===== src/rtl/swdh_pkg.sv =====
// ----------------------------------------------------------------------------
// swdh_pkg
// Shared types and constants of the serial wire debug host packet engine.
// ----------------------------------------------------------------------------
`default_nettype none

package swdh_pkg;

  localparam int unsigned IN_TDATA_W  = 40;
  localparam int unsigned OUT_TDATA_W = 40;
  localparam int unsigned CFG_IDX_W   = 2;

  // command codes
  localparam logic [1:0] CMD_TICK  = 2'd0;
  localparam logic [1:0] CMD_START = 2'd1;
  localparam logic [1:0] CMD_RESET = 2'd2;

  // register indexes
  localparam logic [CFG_IDX_W-1:0] REG_RESET_HIGH = 2'd0;
  localparam logic [CFG_IDX_W-1:0] REG_READ_IDLE  = 2'd1;
  localparam logic [CFG_IDX_W-1:0] REG_WRITE_IDLE = 2'd2;

  localparam logic [7:0] RESET_HIGH_DEF = 8'd60;
  localparam logic [7:0] READ_IDLE_DEF  = 8'd3;
  localparam logic [7:0] WRITE_IDLE_DEF = 8'd20;

  localparam logic [7:0] HEADER_BITS = 8'd8;
  localparam logic [7:0] ACK_BITS_N  = 8'd3;
  localparam logic [7:0] DATA_BITS   = 8'd33;
  localparam logic [7:0] RESET_LOW   = 8'd3;

  typedef struct packed {
    logic [1:0]  command;
    logic        swdio_in;
    logic [31:0] write_data;
    logic [1:0]  reg_addr;
    logic        ap_select;
    logic        is_write;
  } in_item_t;

  typedef struct packed {
    logic [31:0] read_data;
    logic [2:0]  ack;
    logic        done_res;
    logic        busy_res;
    logic        swdio_drive;
    logic        swdio_out;
    logic        swclk_pulse;
  } out_item_t;

  typedef struct packed {
    logic [7:0] reset_high_clocks;
    logic [7:0] read_idle_clocks;
    logic [7:0] write_idle_clocks;
  } cfg_t;

endpackage

`default_nettype wire


===== src/rtl/swd_host_packet_engine.sv =====
// ----------------------------------------------------------------------------
// swd_host_packet_engine
// Host side of a serial wire debug link, one SWCLK bit period per item.
// ----------------------------------------------------------------------------
// Each accepted input item is one bit period and yields exactly one result
// item. An item passes an input register, the sequencer step and a result
// register. Its result is presented from the result register once the item
// has left the input register. One item is taken every cycle while the output
// is not stalled, since each step updates the sequencer state.
// Configuration writes are always ready and should be issued only while no
// packet or line reset is in progress.
`default_nettype none

module swd_host_packet_engine (
  input  wire logic                             clk,
  input  wire logic                             rst_n,
  input  wire logic                             in_tvalid,
  output logic                                  in_tready,
  // is_write, ap_select, reg_addr[1:0], write_data[31:0], swdio_in, zero pad
  input  wire logic [swdh_pkg::IN_TDATA_W-1:0]  in_tdata,
  // command[1:0]
  input  wire logic [1:0]                       in_tuser,
  output logic                                  out_tvalid,
  input  wire logic                             out_tready,
  // swclk_pulse, swdio_out, swdio_drive, busy_res, ack[2:0], read_data[31:0],
  // zero pad
  output logic [swdh_pkg::OUT_TDATA_W-1:0]      out_tdata,
  // done_res
  output logic                                  out_tlast,
  input  wire logic                             cfg_valid,
  output logic                                  cfg_ready,
  input  wire logic [swdh_pkg::CFG_IDX_W-1:0]   cfg_index,
  input  wire logic [7:0]                       cfg_data
);

  logic                in_vld_r, in_vld_nxt;
  swdh_pkg::in_item_t  in_item_r;
  logic                out_vld_r, out_vld_nxt;
  swdh_pkg::out_item_t out_item_r;
  swdh_pkg::out_item_t res;
  swdh_pkg::cfg_t      cfg_r;
  logic                adv;
  logic                fire;
  logic                in_acc;

  assign adv       = !out_vld_r || out_tready;
  assign fire      = in_vld_r && adv;
  assign in_tready = !in_vld_r || adv;
  assign in_acc    = in_tvalid && in_tready;
  assign cfg_ready = 1'b1;

  always_comb begin
    in_vld_nxt = in_vld_r;
    if (in_acc) begin
      in_vld_nxt = 1'b1;
    end else if (fire) begin
      in_vld_nxt = 1'b0;
    end
    out_vld_nxt = adv ? in_vld_r : out_vld_r;
  end

  always_ff @(posedge clk) begin
    if (!rst_n) begin
      in_vld_r  <= 1'b0;
      out_vld_r <= 1'b0;
      cfg_r     <= '{reset_high_clocks: swdh_pkg::RESET_HIGH_DEF,
                     read_idle_clocks:  swdh_pkg::READ_IDLE_DEF,
                     write_idle_clocks: swdh_pkg::WRITE_IDLE_DEF};
    end else begin
      in_vld_r  <= in_vld_nxt;
      out_vld_r <= out_vld_nxt;
      if (cfg_valid && cfg_ready) begin
        case (cfg_index)
          swdh_pkg::REG_RESET_HIGH: cfg_r.reset_high_clocks <= cfg_data;
          swdh_pkg::REG_READ_IDLE:  cfg_r.read_idle_clocks  <= cfg_data;
          swdh_pkg::REG_WRITE_IDLE: cfg_r.write_idle_clocks <= cfg_data;
          default: begin
          end
        endcase
      end
    end
  end

  // payload registers
  always_ff @(posedge clk) begin
    if (in_acc) begin
      in_item_r.command    <= in_tuser;
      in_item_r.is_write   <= in_tdata[0];
      in_item_r.ap_select  <= in_tdata[1];
      in_item_r.reg_addr   <= in_tdata[3:2];
      in_item_r.write_data <= in_tdata[35:4];
      in_item_r.swdio_in   <= in_tdata[36];
    end
    if (fire) begin
      out_item_r <= res;
    end
  end

  swdh_core u_core (
    .clk   (clk),
    .rst_n (rst_n),
    .step  (fire),
    .item  (in_item_r),
    .cfg   (cfg_r),
    .res   (res)
  );

  assign out_tvalid = out_vld_r;
  assign out_tlast  = out_item_r.done_res;
  assign out_tdata  = {1'b0, out_item_r.read_data, out_item_r.ack, out_item_r.busy_res,
                       out_item_r.swdio_drive, out_item_r.swdio_out,
                       out_item_r.swclk_pulse};

endmodule

`default_nettype wire


===== src/rtl/swdh_core.sv =====
// ----------------------------------------------------------------------------
// swdh_core
// Packet and line reset sequencer: one bit period per step.
// ----------------------------------------------------------------------------
`default_nettype none

module swdh_core (
  input  wire logic               clk,
  input  wire logic               rst_n,
  input  wire logic               step,
  input  wire swdh_pkg::in_item_t item,
  input  wire swdh_pkg::cfg_t     cfg,
  output swdh_pkg::out_item_t     res
);

  typedef enum logic [3:0] {
    PH_IDLE,
    PH_HEADER,
    PH_TURN1,
    PH_ACK,
    PH_RDATA,
    PH_TURN2,
    PH_WDATA,
    PH_TRAIL,
    PH_RHIGH,
    PH_RLOW
  } phase_t;

  phase_t      phase_r, phase_nxt;
  logic [7:0]  cnt_r, cnt_nxt;
  logic [32:0] shift_r, shift_nxt;
  logic [2:0]  ack_r, ack_nxt;
  logic [31:0] rx_r, rx_nxt;
  logic        req_wr_r, req_wr_nxt;
  logic [7:0]  hdr_r, hdr_nxt;

  logic        rnw;
  logic        par;
  logic [7:0]  cnt_inc;
  logic [7:0]  trail;
  logic        end_data;
  logic        clk_p, dout, drv, busy, done;

  always_comb begin
    phase_nxt  = phase_r;
    cnt_nxt    = cnt_r;
    shift_nxt  = shift_r;
    ack_nxt    = ack_r;
    rx_nxt     = rx_r;
    req_wr_nxt = req_wr_r;
    hdr_nxt    = hdr_r;
    clk_p      = 1'b1;
    dout       = 1'b0;
    drv        = 1'b1;
    busy       = 1'b1;
    done       = 1'b0;
    end_data   = 1'b0;
    rnw        = ~item.is_write;
    par        = item.ap_select ^ rnw ^ item.reg_addr[0] ^ item.reg_addr[1];

    // command taken only while idle, same period starts the sequence
    if (phase_r == PH_IDLE) begin
      case (item.command)
        swdh_pkg::CMD_START: begin
          hdr_nxt    = {1'b1, 1'b0, par, item.reg_addr[1], item.reg_addr[0], rnw,
                        item.ap_select, 1'b1};
          req_wr_nxt = item.is_write;
          shift_nxt  = item.is_write ? {^item.write_data, item.write_data} : 33'd0;
          ack_nxt    = 3'd0;
          cnt_nxt    = 8'd0;
          phase_nxt  = PH_HEADER;
        end
        swdh_pkg::CMD_RESET: begin
          cnt_nxt   = 8'd0;
          phase_nxt = (cfg.reset_high_clocks == 8'd0) ? PH_RLOW : PH_RHIGH;
        end
        default: begin
        end
      endcase
    end

    cnt_inc = cnt_nxt + 8'd1;
    trail   = req_wr_nxt ? cfg.write_idle_clocks : cfg.read_idle_clocks;

    case (phase_nxt)
      PH_HEADER: begin
        dout    = hdr_nxt[cnt_nxt[2:0]];
        cnt_nxt = cnt_inc;
        if (cnt_inc >= swdh_pkg::HEADER_BITS) begin
          phase_nxt = PH_TURN1;
          cnt_nxt   = 8'd0;
        end
      end
      PH_TURN1: begin
        drv       = 1'b0;
        phase_nxt = PH_ACK;
        cnt_nxt   = 8'd0;
      end
      PH_ACK: begin
        drv     = 1'b0;
        ack_nxt = {item.swdio_in, ack_nxt[2:1]};
        cnt_nxt = cnt_inc;
        if (cnt_inc >= swdh_pkg::ACK_BITS_N) begin
          cnt_nxt   = 8'd0;
          phase_nxt = req_wr_nxt ? PH_TURN2 : PH_RDATA;
        end
      end
      PH_RDATA: begin
        drv       = 1'b0;
        shift_nxt = {item.swdio_in, shift_nxt[32:1]};
        cnt_nxt   = cnt_inc;
        if (cnt_inc >= swdh_pkg::DATA_BITS) begin
          rx_nxt   = shift_nxt[31:0];
          end_data = 1'b1;
        end
      end
      PH_TURN2: begin
        drv       = 1'b0;
        phase_nxt = PH_WDATA;
        cnt_nxt   = 8'd0;
      end
      PH_WDATA: begin
        dout      = shift_nxt[0];
        shift_nxt = {1'b0, shift_nxt[32:1]};
        cnt_nxt   = cnt_inc;
        if (cnt_inc >= swdh_pkg::DATA_BITS) begin
          end_data = 1'b1;
        end
      end
      PH_TRAIL: begin
        cnt_nxt = cnt_inc;
        if (cnt_inc >= trail) begin
          done      = 1'b1;
          phase_nxt = PH_IDLE;
          cnt_nxt   = 8'd0;
        end
      end
      PH_RHIGH: begin
        dout    = 1'b1;
        cnt_nxt = cnt_inc;
        if (cnt_inc >= cfg.reset_high_clocks) begin
          phase_nxt = PH_RLOW;
          cnt_nxt   = 8'd0;
        end
      end
      PH_RLOW: begin
        cnt_nxt = cnt_inc;
        if (cnt_inc >= swdh_pkg::RESET_LOW) begin
          done      = 1'b1;
          phase_nxt = PH_IDLE;
          cnt_nxt   = 8'd0;
        end
      end
      default: begin
        phase_nxt = PH_IDLE;
        clk_p     = 1'b0;
        busy      = 1'b0;
        cnt_nxt   = 8'd0;
      end
    endcase

    if (end_data) begin
      cnt_nxt = 8'd0;
      if (trail == 8'd0) begin
        done      = 1'b1;
        phase_nxt = PH_IDLE;
      end else begin
        phase_nxt = PH_TRAIL;
      end
    end

    res.swclk_pulse = clk_p;
    res.swdio_out   = dout;
    res.swdio_drive = drv;
    res.busy_res    = busy;
    res.done_res    = done;
    res.ack         = ack_nxt;
    res.read_data   = rx_nxt;
  end

  always_ff @(posedge clk) begin
    if (!rst_n) begin
      phase_r  <= PH_IDLE;
      cnt_r    <= 8'd0;
      shift_r  <= 33'd0;
      ack_r    <= 3'd0;
      rx_r     <= 32'd0;
      req_wr_r <= 1'b0;
      hdr_r    <= 8'd0;
    end else if (step) begin
      phase_r  <= phase_nxt;
      cnt_r    <= cnt_nxt;
      shift_r  <= shift_nxt;
      ack_r    <= ack_nxt;
      rx_r     <= rx_nxt;
      req_wr_r <= req_wr_nxt;
      hdr_r    <= hdr_nxt;
    end
  end

endmodule

`default_nettype wire


===== config.mk =====
export PLATFORM = sky130hd
export DESIGN_NAME = swd_host_packet_engine
export DESIGN_NICKNAME = d
export VERILOG_FILES = /design/src/rtl/swdh_pkg.sv /design/src/rtl/swd_host_packet_engine.sv /design/src/rtl/swdh_core.sv
export SDC_FILE = /design/constraint.sdc
export NUM_CORES = 1
export LEC_CHECK = 0
export ABC_AREA = 1
export BUFFER_PORTS_ARGS = -buffer_cell sky130_fd_sc_hd__buf_2
export CORE_MARGIN = 4
export CORE_UTILIZATION = 50
export DETAILED_ROUTE_END_ITERATION = 7
export PLACE_DENSITY = 0.7
export SYNTH_ARGS = -nofsm -noshare
export SYNTH_HDL_FRONTEND = slang
export SYNTH_SLANG_ARGS = --single-unit

===== constraint.sdc =====
create_clock -name clk -period 4.4 [get_ports clk]
set_input_delay 0.22 -clock clk [delete_from_list [all_inputs] [get_ports clk]]
set_output_delay 0.22 -clock clk [all_outputs]
set_load 0.02 [all_outputs]

==> flow_summary_export.csv, run 1 <==
group,metric,value,unit
grt,largest_net_degree_at_the_start_of_global_routing,65,
logic_synthesis,synthesis.nets,1249,
logic_synthesis,postSynth.topFlopCell,"sky130_fd_sc_hd__dfxtp_1",
placed_design,gpl.final_weighted_congestion,0.859,
finish,n_antenna_cell,0,
logic_synthesis,share_of_flip_flops_with_an_asynchronous_set_or_reset_after_synthesis,0,%
finish,area.growth.synth_to_final,17.1,%
power_and_ir_drop,leakagePower,0.00497,µW
detailed_routing,final_antenna_violating_net_count,0,
logic_synthesis,synth_warnings,0,
timing,unrepaired_setup_endpoints_after_global_routing,"no",
timing,final_hold_viol_count,0,
floorplan,initial_utilization,50.9,%
clocking,cts_root_buf,"sky130_fd_sc_hd__clkbuf_16",
detailed_routing,post-route-drc-count,0,
clocking,ctsLongestPathBuffers,2,
clocking,clock_sinks,193,
timing,timing_max_transition_violations_final,0,
timing,final_period_minus_worst_setup_slack,3750,ps
outcome,outcome,"finished clean",
finish,fillers,1660,
finish,final_design_area_excluding_fillers,11200,µm²
timing,timing_worst_slew_pin_value,982,ps
timing,finalCritPeriodShare,85.2,%
logic_synthesis,leading_area_contributor_after_synthesis,"sky130_fd_sc_hd__edfxtp_1",
logic_synthesis,synth_cells,1174,
detailed_routing,route.detailed.vias_per_inst,5.10,
setup_path,worst_stage_delay_on_the_critical_path,400,ps
detailed_routing,dr.pass1.iters,5,
floorplan,pin_count,101,
clocking,clkLatencyLatePin,440,ps
run,max_cap_viol_count,0,
clocking,tritoncts,"done",
setup_path,path_class,"reg -> reg",
logic_synthesis,postSynthRegisterBits,193,
floorplan,design.die.area,21300,µm²
setup_path,path_cells,"ha_1 > inv_1 > nand3_2 > nand2_1 > inv_1 > ha_1 > nand4_2 > xnor2_1 > inv_1 > ha_1 > nand2_1 > inv_1 > a21oi_1 > nand2_1 > nand2_1 > nand2_1 > nand2_1 > a21oi_2 > nand4_1 > nand2_1 > a21oi_1",
timing,worst_hold_slack,16.9,ps
power_and_ir_drop,design_power_total,4320,µW
timing,max_clock_freq,267,MHz
logic_synthesis,post_synth_main_area_contributors,"sky130_fd_sc_hd__edfxtp_1 25%, sky130_fd_sc_hd__dfxtp_1 24%, sky130_fd_sc_hd__inv_1 7.9%",
placed_design,buffer_ports.inserted,95,
clocking,numCtsBuffers,17,
detailed_routing,wire_per_inst,14.1,µm
logic_synthesis,synth.distinct_cells,46,
finish,post_route_cells_drive_above_1_share,16.0,%
logic_synthesis,synthMostInstantiatedCell,"sky130_fd_sc_hd__inv_1",
floorplan,placementRows,50,
detailed_routing,wl,21.5,mm
clocking,cts.reportedPaths.clkPinSlew,80,ps
logic_synthesis,synth.cell_area,9530,µm²
setup_path,crit_path_start_kind,"register",
power_and_ir_drop,power.density,387,nW/µm²
clocking,cts-resized-gates,0,
logic_synthesis,postSynthAreaPerCell,8.12,µm²
setup_path,worst_path_most_repeated_cell,"sky130_fd_sc_hd__nand2_1",
floorplan,dieHeight,146,µm
timing,fin_tns_setup,0,ps
detailed_routing,drt_first_iter_violations,608,
grt,grt_pass1_vias,7082,
power_and_ir_drop,vdd.ir_drop.worst,307,µV
grt,grt-ovfl-total,0,
timing,timing.slew.headroom,34.0,%
placed_design,dpl.hpwl,14.7,mm
logic_synthesis,synth_enable_flop_cells,78,
timing,worst_clock_skew_on_the_final_layout,13.6,ps
finish,finalNetCount,1359,
setup_path,critical_path.slowest_cell,"sky130_fd_sc_hd__edfxtp_1",
logic_synthesis,ys_seq_area_share,48.7,%
floorplan,floorplan.die.width,146,µm
logic_synthesis,synth.cells.most_frequent,"201 x sky130_fd_sc_hd__inv_1, 175 x sky130_fd_sc_hd__nand2_1, 115 x sky130_fd_sc_hd__dfxtp_1, 115 x sky130_fd_sc_hd__nor2_1, 97 x sky130_fd_sc_hd__a21oi_1",
finish,multi_input_comb_area,3850,µm²
setup_path,worst_path_required_time,4690,ps
setup_path,timing.critical_path.arrival,4040,ps
placed_design,post_dp_cell_area,10100,µm²
clocking,cts.htree.levels,4,
floorplan,placeableCoreArea,18700,µm²
setup_path,timing.critical_path.to_type,"register",
timing,timing.final.setup_violations,0,
hold_path,worstHoldPathType,"in -> reg",
grt,grt_antenna_before_repair,0,
finish,regArea,4640,µm²
setup_path,worstPathMaxFanout,12,
grt,wire_length_of_the_first_global_routing_pass,35.4,mm
grt,globalRouteTotalUtil,20.2,%
detailed_routing,total_number_of_vias,7809,
logic_synthesis,synth.top_cell.area_share,24.6,%
==> layout make-up <==
| type | count | share of cell area, % |
|---|---|---|
| Multi-Input combinational cell | 721 | 34.5 |
| Tap cell | 234 | 2.62 |
| Sequential cell | 193 | 41.6 |
| Clock buffer | 18 | 3.94 |
| Timing Repair Buffer | 143 | 8.37 |
| Inverter | 208 | 7.02 |
| Clock inverter | 14 | 1.92 |
==> path summary, 6_finish.rpt <==
kind | start | endpoint | slack [ps] | cells past startpoint
setup / recovery | in_item_r[38] | u_core.cnt_r[0] | 650 | 21
hold / removal | cfg_data[2] | cfg_r[2] | 20 | 3
setup reg to reg | in_item_r[38] | u_core.cnt_r[0] | 650 | 21
hold reg to reg | u_core.hdr_r[6] | u_core.hdr_r[6] | 440 | 2
==> power by group <==
part           internal, µW  total, µW  switching, µW
registers              1960       2010           50.2
logic                   223        608            385
clock network           943       1700            753
total                  3130       4320           1190
==> stage by stage <==
stage	util (%)	std cells	worst slack, ps
2_1_floorplan	-	1174	1330
3_3_place_gp	54.1	1460	798
3_5_place_dp	54.1	1460	718
4_1_cts	59.6	1531	689
5_1_grt	59.6	1531	257
6_report	59.6	1531	652
==> layout by cell type, fill, tap and decap left out, drive strengths merged, types with 31 or more instances in the layout <==
master	instances
o22ai	31
dfxtp	115
o21ai	135
nand2	194
buf	104
a21oi	99
nor2	118
nand3	51
inv	211
edfxtp	78
dlygate4sd3	39
==> sequential cells by signal, summed over array words and instances, names as in the netlist <==
signal,count
out_tlast,1
out_tdata,38
u_core.shift_r,33
u_core.cnt_r,8
u_core.ack_r,3
out_tvalid,1
u_core.rx_r,32
u_core.hdr_r,8
u_core.phase_r,4
cfg_r,24
in_vld_r,1
u_core.req_wr_r,1
in_item_r,39
==> layer usage <==
metal	up-vias	global-route usage (%)	share of wire, %
met1	3515	29.8	49
met4	0	5.60	1.4
li1	4023	-	-
met5	-	0	0
met2	244	30.6	44
met3	27	3.76	5.2
==> timing repair <==
| item | CTS | global route |
|---|---|---|
| endpoints found under the hold margin | 39 | 0 |
| setup buffers | 0 | 0 |
| hold buffers | 39 | 0 |
==> kinds of logic after synthesis <==
logic type	after synthesis	share of synthesized area, %
adder cells (fa/ha/maj)	18	2.36
buffers and inverters	260	11.0
flip-flops	193	48.7
AO/OA/AOI/OAI	277	16.6
other	2	0.0788
multiplexers	6	0.630
AND/OR/NAND/NOR	383	17.4
XOR/XNOR	35	3.22
==> critical path, delay by kind of cell (launching register included) <==
kind	cells	cell delay, ps
flip-flops	1	400
XOR/XNOR	1	250
buffers and inverters	4	520
adder cells (fa/ha/maj)	3	890
AO/OA/AOI/OAI	3	350
AND/OR/NAND/NOR	10	1170
(Power assumes the default switching activity.)
==> run 2, diff against run 1 <==
Settings changed: CORE_ASPECT_RATIO set to 1.75.
==> flow_summary_export.csv, run 2 (synthesized netlist as in run 1, its figures left out) <==
group,metric,value,unit
setup_path,reg2reg_depth,21,
finish,finalNetCount,1358,
setup_path,timing.critical_path.arrival,4140,ps
clocking,cts_setup_buffers,0,
floorplan,floorplan.die.width,112,µm
finish,n_antenna_cell,0,
floorplan,pin_count,101,
power_and_ir_drop,vdd.ir_drop.worst,257,µV
floorplan,placementRows,66,
setup_path,worst_path_dominant_cell_family,"simple AND/OR/NAND/NOR gates",
setup_path,critical_path.reg2reg.endpoint,"u_core.cnt_r[7]",
finish,area.growth.synth_to_final,16.5,%
power_and_ir_drop,power.density,378,nW/µm²
timing,final_hold_viol_count,0,
setup_path,timing.critical_path.to_type,"register",
power_and_ir_drop,design_power_total,4200,µW
clocking,cts_hold_buf,39,
run,max_cap_viol_count,0,
timing,worst_hold_slack,16.6,ps
detailed_routing,wl,22.3,mm
timing,fin_tns_setup,0,ps
timing,timing_max_transition_violations_final,0,
clocking,cts.htree.levels,4,
setup_path,worst_path_most_repeated_cell,"sky130_fd_sc_hd__nand2_1",
timing,max_clock_freq,259,MHz
clocking,cts_root_buf,"sky130_fd_sc_hd__clkbuf_16",
grt,wire_length_of_the_first_global_routing_pass,36.7,mm
floorplan,design.die.area,21400,µm²
power_and_ir_drop,leakagePower,0.00493,µW
clocking,clkLatencyLatePin,440,ps
clocking,numCtsBuffers,17,
setup_path,critical_path.endpoint,"u_core.cnt_r[7]",
grt,globalRouteTotalUtil,21.3,%
clocking,cts-resized-gates,0,
timing,worst_clock_skew_on_the_final_layout,9.37,ps
detailed_routing,dr.pass1.iters,5,
detailed_routing,total_number_of_vias,7820,
timing,timing.slew.headroom,31.0,%
setup_path,depth_of_the_critical_timing_path_with_buffers_and_inverters_included,21,
setup_path,worst_path_required_time,4680,ps
setup_path,path_cells,"ha_1 > inv_1 > nand3_2 > nand2_1 > inv_1 > ha_1 > nand4_2 > xnor2_1 > inv_1 > ha_1 > nand2_1 > inv_1 > a21oi_1 > nand2_1 > nand2_1 > nand2_1 > nand2_1 > a21oi_2 > nand2_1 > nand3_1 > a21oi_1",
hold_path,timing.hold.worst_path_depth,3,
setup_path,worst-r2r-setup-slack,540,ps
setup_path,worst_stage_delay_on_the_critical_path,390,ps
timing,timing_worst_slew_pin_value,1030,ps
setup_path,critical_path.slowest_cell,"sky130_fd_sc_hd__edfxtp_1",
detailed_routing,drt_first_iter_violations,419,
grt,largest_net_degree_at_the_start_of_global_routing,71,
setup_path,crit_path_start_kind,"register",
clocking,ctsLongestPathBuffers,2,
clocking,clock_sinks,193,
grt,grt_antenna_before_repair,0,
detailed_routing,route.detailed.vias_per_inst,5.10,
timing,timing.final.setup_violations,0,
placed_design,gpl.final_weighted_congestion,0.869,
grt,grt-ovfl-total,0,
placed_design,post_dp_cell_area,10100,µm²
clocking,cts.reportedPaths.clkPinSlew,70,ps
placed_design,buffer_ports.inserted,95,
detailed_routing,post-route-drc-count,0,
finish,layout_commonest_cell,"sky130_fd_sc_hd__inv_1",
finish,post_route_cells_drive_above_1_share,15.7,%
finish,most-common-layout-cells,"200 x sky130_fd_sc_hd__inv_1, 173 x sky130_fd_sc_hd__nand2_1, 115 x sky130_fd_sc_hd__dfxtp_1",
finish,final_design_area_excluding_fillers,11100,µm²
timing,unrepaired_setup_endpoints_after_global_routing,"no",
setup_path,path_class,"reg -> reg",
detailed_routing,final_antenna_violating_net_count,0,
hold_path,worstHoldPathType,"in -> reg",
setup_path,worst-path-buf-inv,4,
finish,largest_register_ffs,39,
timing,final_period_minus_worst_setup_slack,3860,ps
floorplan,initial_utilization,51.1,%
floorplan,dieHeight,191,µm
setup_path,crit_start,"in_item_r[38]",
setup_path,worstPathMaxFanout,12,
placed_design,dpl.hpwl,15.4,mm
clocking,tritoncts,"done",
timing,finalCritPeriodShare,87.7,%
setup_path,timing.rr.start,"in_item_r[38]",
outcome,outcome,"finished clean",
grt,grt_pass1_vias,7605,
floorplan,placeableCoreArea,18700,µm²
detailed_routing,wire_per_inst,14.5,µm
finish,fillers,1710,
finish,top_register,"in_item_r",
-- run 2: changes by cell type in the layout (fill, tap and decap cells not counted), sizes merged --
cell and delta:
buf -1, clkinv +3, clkinvlp +2, inv -5
-- run 2: routing by layer --
metal | up-vias | share of wire [%] | wire, µm | global-route usage, %
li1 | 4010 | - | - | -
met2 | 150 | 56 | 12500 | 41.6
met5 | - | 0 | 0 | 0
met3 | 50 | 3.0 | 662 | 3.65
met4 | 0 | 3.8 | 848 | 10.4
met1 | 3610 | 37 | 8340 | 21.4
-- run 2: power by group --
group          leakage (µW)  switching, µW  internal (µW)  total [µW]
Combinational       0.00295            386            223         609
Sequential          0.00169           50.7           1960        2010
Clock              0.000286            681            892        1570
-- run 2: cell type report --
cell class,count,area [µm²],area share [%]
Clock buffer,18,429,3.87
Multi-Input combinational cell,721,3850,34.7
Sequential cell,193,4640,41.9
Timing Repair Buffer,142,926,8.34
Clock inverter,14,163,1.47
Tap cell,238,298,2.68
Inverter,208,782,7.05
-- run 2: per-stage QoR --
step	std cells	setup slack (ps)	util (%)
global route	1534	119	59.5
detailed placement	1463	597	54.2
global placement	1463	664	54.2
CTS	1534	566	59.5
floorplan	1174	1330	-
finish	1534	542	59.5
-- run 2: worst register-to-register path, delay by kind of cell (launching register included) --
family / cells / cell delay (ps)
buffers and inverters: 4 / 560
AND/OR/NAND/NOR: 10 / 1230
adder cells (fa/ha/maj): 3 / 890
AO/OA/AOI/OAI: 3 / 370
XOR/XNOR: 1 / 250
flip-flops: 1 / 390
-- run 2: worst min-delay path by stage --
| stage | from | endpoint | slack, ps |
|---|---|---|---|
| 2_1_floorplan | in_tdata[0] | in_item_r[0] | 320 |
| 3_3_place_gp | in_tdata[24] | in_item_r[24] | 400 |
| 3_5_place_dp | in_tdata[31] | in_item_r[31] | 400 |
| 4_1_cts | cfg_data[1] | cfg_r[9] | 4 |
| 5_1_grt | cfg_data[4] | cfg_r[4] | 30 |
| 6_report | cfg_data[1] | cfg_r[9] | 20 |
==> run 3, diff against run 2 <==
Settings changed: GPL_TIMING_DRIVEN set to 0, RECOVER_POWER set to 50.
==> flow_summary_export.csv, run 3 (synthesized netlist as in run 1, its figures left out) <==
group,metric,value,unit
timing,timing.final.setup_violations,0,
timing,timing.slew.headroom,-7.63,%
grt,grt_antenna_before_repair,0,
clocking,clock_sinks,193,
power_and_ir_drop,switching_share,26.8,%
floorplan,placeableCoreArea,18700,µm²
setup_path,worstPathMaxFanout,10,
power_and_ir_drop,vdd.ir_drop.worst,283,µV
floorplan,design.die.area,21400,µm²
power_and_ir_drop,power_frac_comb,14.9,%
finish,post_route_cells_drive_above_1_share,12.2,%
floorplan,pin_count,101,
power_and_ir_drop,clock_power_share,38.1,%
setup_path,critical_path.reg2reg.endpoint,"u_core.cnt_r[3]",
power_and_ir_drop,power.density,379,nW/µm²
detailed_routing,final_antenna_violating_net_count,0,
grt,globalRouteTotalUtil,23.0,%
power_and_ir_drop,leakagePower,0.00493,µW
grt,wire_length_of_the_first_global_routing_pass,39.1,mm
setup_path,reg2reg_depth,22,
setup_path,path_class,"reg -> reg",
hold_path,worstHoldPathType,"in -> reg",
floorplan,floorplan.die.width,112,µm
detailed_routing,post-route-drc-count,0,
setup_path,crit_path_start_kind,"register",
grt,grt_pass1_vias,8120,
floorplan,placementRows,66,
timing,unrepaired_setup_endpoints_after_global_routing,"no",
finish,area.growth.synth_to_final,18.4,%
finish,layout_commonest_cell,"sky130_fd_sc_hd__inv_1",
finish,most-common-layout-cells,"203 x sky130_fd_sc_hd__inv_1, 175 x sky130_fd_sc_hd__nand2_1, 115 x sky130_fd_sc_hd__nor2_1, 115 x sky130_fd_sc_hd__dfxtp_1, 97 x sky130_fd_sc_hd__a21oi_1",
timing,final_period_minus_worst_setup_slack,3800,ps
clocking,ctsLongestPathBuffers,2,
finish,largest_register_ffs,39,
detailed_routing,wire_per_inst,15.4,µm
placed_design,buffer_ports.inserted,94,
detailed_routing,dr.pass1.iters,5,
grt,grt-ovfl-total,0,
timing,timing_max_transition_violations_final,40,
hold_path,hp-start,"cfg_data[1]",
finish,finalNetCount,1403,
outcome,violations,"max-capacitance violations, max-slew violations",
timing,worst_clock_skew_on_the_final_layout,13.9,ps
clocking,cts.reportedPaths.clkPinSlew,80,ps
finish,n_antenna_cell,0,
clocking,cts_root_buf,"sky130_fd_sc_hd__clkbuf_16",
power_and_ir_drop,power.share.sequential,47.0,%
detailed_routing,route.detailed.vias_per_inst,5.18,
timing,final_hold_viol_count,0,
power_and_ir_drop,internal_power,3130,µW
setup_path,timing.rr.start,"in_item_r[38]",
hold_path,hold_end,"cfg_r[9]",
outcome,outcome,"finished with violations",
timing,max_clock_freq,263,MHz
detailed_routing,wl,24.4,mm
timing,finalCritPeriodShare,86.4,%
clocking,tritoncts,"done",
finish,final_util,60.5,%
grt,largest_net_degree_at_the_start_of_global_routing,40,
detailed_routing,total_number_of_vias,8176,
finish,fillers,1731,
placed_design,dpl.hpwl,18.6,mm
floorplan,dieHeight,191,µm
finish,top_register,"in_item_r",
run,max_cap_viol_count,1,
floorplan,initial_utilization,51.1,%
setup_path,timing.critical_path.to_type,"register",
timing,timing_worst_slew_pin_value,1610,ps
setup_path,worst-r2r-setup-slack,600,ps
setup_path,timing.critical_path.arrival,4110,ps
power_and_ir_drop,total_switching_power,1140,µW
hold_path,timing.hold.worst_path_depth,3,
clocking,clkLatencyLatePin,450,ps
finish,regArea,4640,µm²
setup_path,crit_start,"in_item_r[38]",
detailed_routing,drt_first_iter_violations,405,
setup_path,worst_path_required_time,4710,ps
finish,multi_input_comb_area,3840,µm²
placed_design,gpl.final_weighted_congestion,0.948,
clocking,numCtsBuffers,17,
clocking,cts.htree.levels,4,
timing,fin_tns_setup,0,ps
==> run 3: cell count changes in the layout (fill, tap and decap cells not counted), sizes merged <==
cell,change
clkbuf,+83
buf,-35
clkinvlp,-2
clkinv,-4
dlygate4sd3,+1
inv,+3
bufinv,-1
==> run 3: power by group through the flow <==
stage / clock network, µW / logic, µW / registers (µW)
2_1_floorplan: 0 / 404 / 2070
3_3_place_gp: 0 / 602 / 2050
3_5_place_dp: 0 / 614 / 2050
4_1_cts: 1650 / 645 / 2010
5_1_grt: 1720 / 707 / 2020
6_report: 1630 / 636 / 2010
==> run 3: layer usage <==
| layer | vias up | share of wire [%] | GRT usage, % |
|---|---|---|---|
| met5 | - | 0 | 0 |
| met4 | 0 | 4.4 | 12.5 |
| met3 | 71 | 3.6 | 3.68 |
| met2 | 203 | 56 | 45.6 |
| met1 | 3803 | 36 | 22.0 |
| li1 | 4099 | - | - |
==> run 3: per-stage QoR <==
step | hold WS, ps | instance area, µm² | total power (µW) | setup WS (ps) | std cells
3_3_place_gp | 397 | 10300 | 2650 | 691 | 1506
3_5_place_dp | 398 | 10300 | 2660 | 664 | 1507
6_report | 18.0 | 11300 | 4280 | 599 | 1579
4_1_cts | 0.585 | 11300 | 4310 | 632 | 1579
2_1_floorplan | 319 | 9530 | 2470 | 1330 | 1174
5_1_grt | 26.1 | 11300 | 4450 | 317 | 1579
==> run 3: critical path: stages (launching register included) <==
cell,delay [ps]
sky130_fd_sc_hd__edfxtp_1,400
sky130_fd_sc_hd__ha_1,290
sky130_fd_sc_hd__inv_1,60
sky130_fd_sc_hd__nand3_2,100
sky130_fd_sc_hd__buf_6,150
sky130_fd_sc_hd__nand2_1,170
sky130_fd_sc_hd__inv_1,290
sky130_fd_sc_hd__ha_1,280
sky130_fd_sc_hd__nand4_2,190
sky130_fd_sc_hd__xnor2_1,230
sky130_fd_sc_hd__inv_1,140
sky130_fd_sc_hd__ha_1,300
sky130_fd_sc_hd__nand2_1,50
sky130_fd_sc_hd__inv_1,50
sky130_fd_sc_hd__a21oi_1,60
sky130_fd_sc_hd__nand2_1,50
sky130_fd_sc_hd__nand2_1,40
sky130_fd_sc_hd__nand2_1,80
sky130_fd_sc_hd__nand2_1,90
sky130_fd_sc_hd__a21oi_2,250
sky130_fd_sc_hd__nand2_1,180
sky130_fd_sc_hd__nand3_1,160
sky130_fd_sc_hd__a21oi_1,70
==> run 3: layout make-up <==
cell class,count,area share [%]
Clock buffer,22,4.49
Buffer,52,2.35
Clock inverter,10,1.04
Inverter,208,6.93
Timing Repair Buffer,135,7.40
Sequential cell,193,41.1
Multi-Input combinational cell,721,34.0
Tap cell,238,2.64
==> run 3: worst max-delay path by stage <==
stage,slack [ps],endpoint
floorplan,1330,u_core.cnt_r[6]
global placement,690,u_core.cnt_r[3]
detailed placement,660,u_core.cnt_r[3]
CTS,630,u_core.cnt_r[3]
global route,320,u_core.cnt_r[3]
finish,600,u_core.cnt_r[3]
==> run 3: what timing repair did <==
item                                   4_1_cts  5_1_grt
setup buffers                                0        0
hold buffers                                40        0
endpoints found under the hold margin       40        0
setup endpoints to repair                    0        0
resized for setup                            0        0
